### config.mk
export PLATFORM = sky130hd
export DESIGN_NAME = lzwd_gather
export DESIGN_NICKNAME = d
export VERILOG_FILES = /design/src/sv/lzwd_pkg.sv /design/src/sv/lzwd_gather.sv
export SDC_FILE = /design/constraint.sdc
export NUM_CORES = 1
export LEC_CHECK = 0
export BUFFER_PORTS_ARGS = -buffer_cell sky130_fd_sc_hd__buf_2
export CORE_MARGIN = 2
export CORE_UTILIZATION = 55
export CTS_CLUSTER_DIAMETER = 150
export DETAILED_ROUTE_END_ITERATION = 10
export PLACE_DENSITY = 0.75
export SLEW_MARGIN = 20
export SYNTH_ARGS = -nofsm -noshare
export SYNTH_HDL_FRONTEND = slang
export SYNTH_SLANG_ARGS = --single-unit
### constraint.sdc
create_clock -name i_clk -period 9.2 [get_ports i_clk]
set_input_delay 0.46 -clock i_clk [delete_from_list [all_inputs] [get_ports i_clk]]
set_output_delay 0.46 -clock i_clk [all_outputs]
set_load 0.03 [all_outputs]
### src/sv/lzwd_pkg.sv
// Shared types, result kind codes and LZW constants for the variable-width decoder.
package lzwd_pkg;

    localparam int BYTE_W            = 8;
    localparam int LEN_W             = 12;
    localparam int KIND_W            = 3;
    localparam int WIDTH_W           = 4;
    localparam int DEF_MAX_CODE_BITS = 12;
    localparam int DEF_POSITION_BITS = 24;

    // Special codes and table layout
    localparam int ROOT_COUNT  = 256;
    localparam int CLEAR_CODE  = 256;
    localparam int END_CODE    = 257;
    localparam int FIRST_FREE  = 257;
    localparam int START_WIDTH = 9;

    // Two full-length strings fit below the top of the position range
    localparam int MARGIN_LOG = LEN_W + 1;

    typedef logic [KIND_W-1:0]  t_kind;
    typedef logic [WIDTH_W-1:0] t_cwidth;

    localparam t_kind KIND_LITERAL = 3'd0;
    localparam t_kind KIND_COPY    = 3'd1;
    localparam t_kind KIND_KWKW    = 3'd2;
    localparam t_kind KIND_CLEAR   = 3'd3;
    localparam t_kind KIND_END     = 3'd4;
    localparam t_kind KIND_ERROR   = 3'd5;

endpackage

### src/sv/lzwd_gather.sv
// Bit gatherer: packs LSB-first bytes and cuts codes of the current width.
module lzwd_gather #(
    parameter int MAX_CODE_BITS = lzwd_pkg::DEF_MAX_CODE_BITS
) (
    input  logic                             i_clk,
    input  logic                             i_rst_n,
    input  logic                             i_take,
    input  logic [lzwd_pkg::BYTE_W-1:0]      i_data_byte,
    input  lzwd_pkg::t_cwidth                i_code_width,
    output logic                             o_code_valid,
    output logic [MAX_CODE_BITS-1:0]         o_code
);
    import lzwd_pkg::*;

    localparam int CW    = MAX_CODE_BITS;
    localparam int BUF_W = MAX_CODE_BITS + BYTE_W;
    localparam int CNT_W = $clog2(BUF_W + 1);

    logic [BUF_W-1:0] r_buf, n_buf;
    logic [CNT_W-1:0] r_count, n_count;
    logic [BUF_W-1:0] merged;
    logic [CNT_W-1:0] filled;
    logic [CNT_W-1:0] width_x;
    logic [CW-1:0]    mask;

    always_comb begin
        merged       = r_buf | (BUF_W'(i_data_byte) << r_count);
        filled       = r_count + CNT_W'(BYTE_W);
        width_x      = CNT_W'(i_code_width);
        mask         = ~({CW{1'b1}} << i_code_width);
        o_code_valid = (filled >= width_x);
        o_code       = merged[CW-1:0] & mask;
        if (o_code_valid) begin
            n_buf   = merged >> i_code_width;
            n_count = filled - width_x;
        end else begin
            n_buf   = merged;
            n_count = filled;
        end
    end

    always_ff @(posedge i_clk) begin
        if (!i_rst_n) begin
            r_buf   <= '0;
            r_count <= '0;
        end else if (i_take) begin
            r_buf   <= n_buf;
            r_count <= n_count;
        end
    end

    // Leftover bits always stay below one full code
    a_count_bound: assert property (@(posedge i_clk) disable iff (!i_rst_n)
        r_count < CNT_W'(MAX_CODE_BITS))
        else $error("bit gatherer holds a full code after a byte");

endmodule

==> impl_metrics.py <==
metrics = {
    "grt": {
        "antenna_found_initial": 0,
        "overflow": 0,
        "grt_max_degree": 31,
        "first_global_vias": 3186,
        "grt_use_total_pct": 36.1,
        "grt_first_pass_wirelength_um": 17400,
    },
    "worst_setup_path": {
        "cp.arrival_ns": 3.65,
        "crit_required_ns": 8.74,
        "cp_top_family": "buffers and inverters",
        "endpoint_kind": "primary output",
        "cp_cell_sequence": "buf_2, clkinv_1, ha_1, a41o_1, a21oi_1, and2_1, inv_2, buf_2",
        "crit_type": "in -> out",
        "path_buf_inv": 4,
        "cp_common_cell": "buf_2",
        "critPathSlowestCell": "clkinv_1",
        "start_kind": "input pin",
        "path_max_fanout": 27,
        "max_stage_delay_ns": 0.65,
    },
    "clock_network": {
        "cts_tree": "done",
        "holdBufCountCts": 0,
        "path_clk_slew_ns": 0.10,
        "root_buffer": "clkbuf_8",
        "cts_buffers": 3,
        "postCtsSetupBuffers": 0,
        "max-clock-path-buffers": 2,
        "worstSkewPairLatency_ns": 0.29,
        "ctsHtreeMaxLevel": 1,
        "cts_sinks": 25,
        "cts_resized": 0,
    },
    "logic_synthesis": {
        "yosysTopAreaCellShare_pct": 16.4,
        "synth.area.top_cells": "dfxtp_1 (16%), mux4_2 (7.4%), mux2i_1 (5.6%)",
        "syn-num-nets": 414,
        "synth_area_um2": 3060,
        "ys_ff_latch": 25,
        "synth_edf_count": 0,
        "synth_top_area_cell": "dfxtp_1",
        "yosysWarnings": 0,
        "synth-main-ff-cell": "dfxtp_1",
        "ys_types": 76,
        "synth.yosys.seq_area_share_pct": 16.4,
        "syn_inst": 394,
        "syn_avg_cell_area_um2": 7.76,
        "async_reset_ff_share_pct": 0,
    },
    "timing": {
        "final-max-slew-violation-count": 0,
        "rsz0062_at_grt": "no",
        "max_freq_mhz": 244,
        "hold_viol_final": 0,
        "slew_headroom_pct": 24.7,
        "holdWs_ns": 0.494,
        "fin_tns_setup_ns": 0,
        "skew_ns": 0.00535,
        "period_needed_ns": 4.11,
        "fin_crit_sh_pct": 44.6,
        "finalSetupViolCount": 0,
        "worst_slew_pin_slew_ns": 1.13,
    },
    "route": {
        "viasPerCell": 7.47,
        "drt_wl_total_um": 11200,
        "drc": 0,
        "num_vias": 3466,
        "drt_iter0_drc": 521,
        "first_pass_iters": 5,
        "postRouteAntennaNets": 0,
        "wl_per_cell_um": 24.1,
    },
    "job": {
        "max_cap_viol_count": 0,
    },
    "floorplanning": {
        "core-area_um2": 5440,
        "pin_count": 28,
        "fp.dieH_um": 78.6,
        "die_w_um": 78.6,
        "start_util_pct": 56.2,
        "design.die.area_um2": 6170,
        "rows": 27,
    },
    "hold_path": {
        "hold_path.class": "reg -> reg",
    },
    "finish": {
        "final_cell_mix": "nand2_1 (45), nor2_1 (30), a21oi_1 (29)",
        "layout.nets": 413,
        "design_area_um2": 3180,
        "final_core_util_pct": 58.5,
        "diodes": 0,
        "final_common_cell": "nand2_1",
        "layout-drive-gt1-share_pct": 17.3,
        "stdcell_count": 464,
        "area_growth_pct": 4.01,
    },
    "pwr": {
        "power_density_nw_per_um2": 213,
        "power_leakage_uw": 0.00118,
        "vdd_drop_max_v": 0.000120,
    },
    "run_status": {
        "status": "complete, no violations",
    },
    "place": {
        "hpwl_um": 8110,
        "place_congestion": 1.05,
        "placed_area_um2": 3130,
        "numPortBuffers": 27,
        "dp.cells": 460,
    },
}
==> synth_stat cells, types with 3 or more instances <==
library cell	number
dfxtp_1	25
a21oi_1	29
mux2_2	10
buf_1	3
o21ai_0	18
o221ai_1	3
mux2i_1	17
clkbuf_1	23
inv_1	8
buf_6	3
nand3_1	11
nor3_1	6
a22o_1	3
o21ai_1	3
nand3b_1	6
a211oi_1	7
clkinv_1	3
a221oi_2	3
and2_1	3
nor2b_1	3
a2bb2oi_1	4
a21o_1	4
nor3b_1	5
nor2_1	30
buf_2	4
nand2_1	45
nand2b_1	4
a31oi_1	14
o21a_1	3
a311oi_1	3
a22oi_1	4
o2bb2ai_1	4
mux4_2	10
o22ai_1	3
and3_1	4
ha_1	4
o211ai_1	5
==> state kept, by name, indices dropped and copies added, names as in the netlist <==
name and count:
r_buf 20, r_count 5
==> worst reg2reg max path, delay by kind of cell, from the launching register on <==
family	cells	cell delay [ns]
AND/OR/NAND/NOR	3	1.16
flip-flops	1	0.88
AO/OA/AOI/OAI	4	0.65
buffers and inverters	2	0.62
adder cells (fa/ha/maj)	1	0.39
==> cells by family (layout without fill, tap and decap cells) <==
| kind of cell | after synthesis | in the layout | synth area share (%) |
|---|---|---|---|
| and+or+nand+nor | 132 | 132 | 21.8 |
| AOI/OAI and AO/OA | 143 | 143 | 33.9 |
| adders and majority gates | 5 | 5 | 2.29 |
| xor gates and xnor gates | 3 | 3 | 0.859 |
| muxes | 41 | 41 | 18.3 |
| DFF | 25 | 25 | 16.4 |
| buffers and inverters | 45 | 43 | 6.42 |
==> stage by stage <==
step / power, uW / worst slack [ns]
after CTS: 660 / 5.29
after detailed placement: 587 / 5.10
after global routing: 709 / 5.10
after global placement: 585 / 5.23
after floorplan: 474 / 5.98
final: 679 / 5.09
==> layer usage <==
metal  up-vias  track usage, %  share of wire (%)
met4         0            14.0                3.1
met3        41            6.78                 12
li1       1534               -                  -
met2       273            54.7                 44
met5         -               0                  0
met1      1618            50.6                 40
==> final timing paths <==
path | to | slack [ns] | from | cells after the start
setup / recovery | o_code_valid | 5.09 | i_code_width[2] | 8
hold reg to reg | r_buf[16]$_SDFFE_PN0P_ | 0.49 | r_buf[16]$_SDFFE_PN0P_ | 1
setup reg to reg | r_buf[11]$_SDFFE_PN0P_ | 5.45 | r_count[0]$_SDFFE_PN0P_ | 10
hold / removal | r_buf[16]$_SDFFE_PN0P_ | 0.49 | r_buf[16]$_SDFFE_PN0P_ | 1
==> power by group <==
group | internal (uW) | switching, uW | leakage, uW
Combinational | 159 | 283 | 0.000953
Sequential | 126 | 37.0 | 0.000206
Clock | 30.9 | 43.3 | 0.0000217
==> cell type report <==
cell class | count | area (um2)
Multi-Input combinational cell | 324 | 2360
Fill cell | 512 | 2260
Sequential cell | 25 | 500
Timing Repair Buffer | 27 | 135
Tap cell | 72 | 90.1
Inverter | 12 | 45.0
Clock buffer | 3 | 41.3
Clock inverter | 1 | 7.51
No activity file was read; power rests on OpenSTA's default activity.
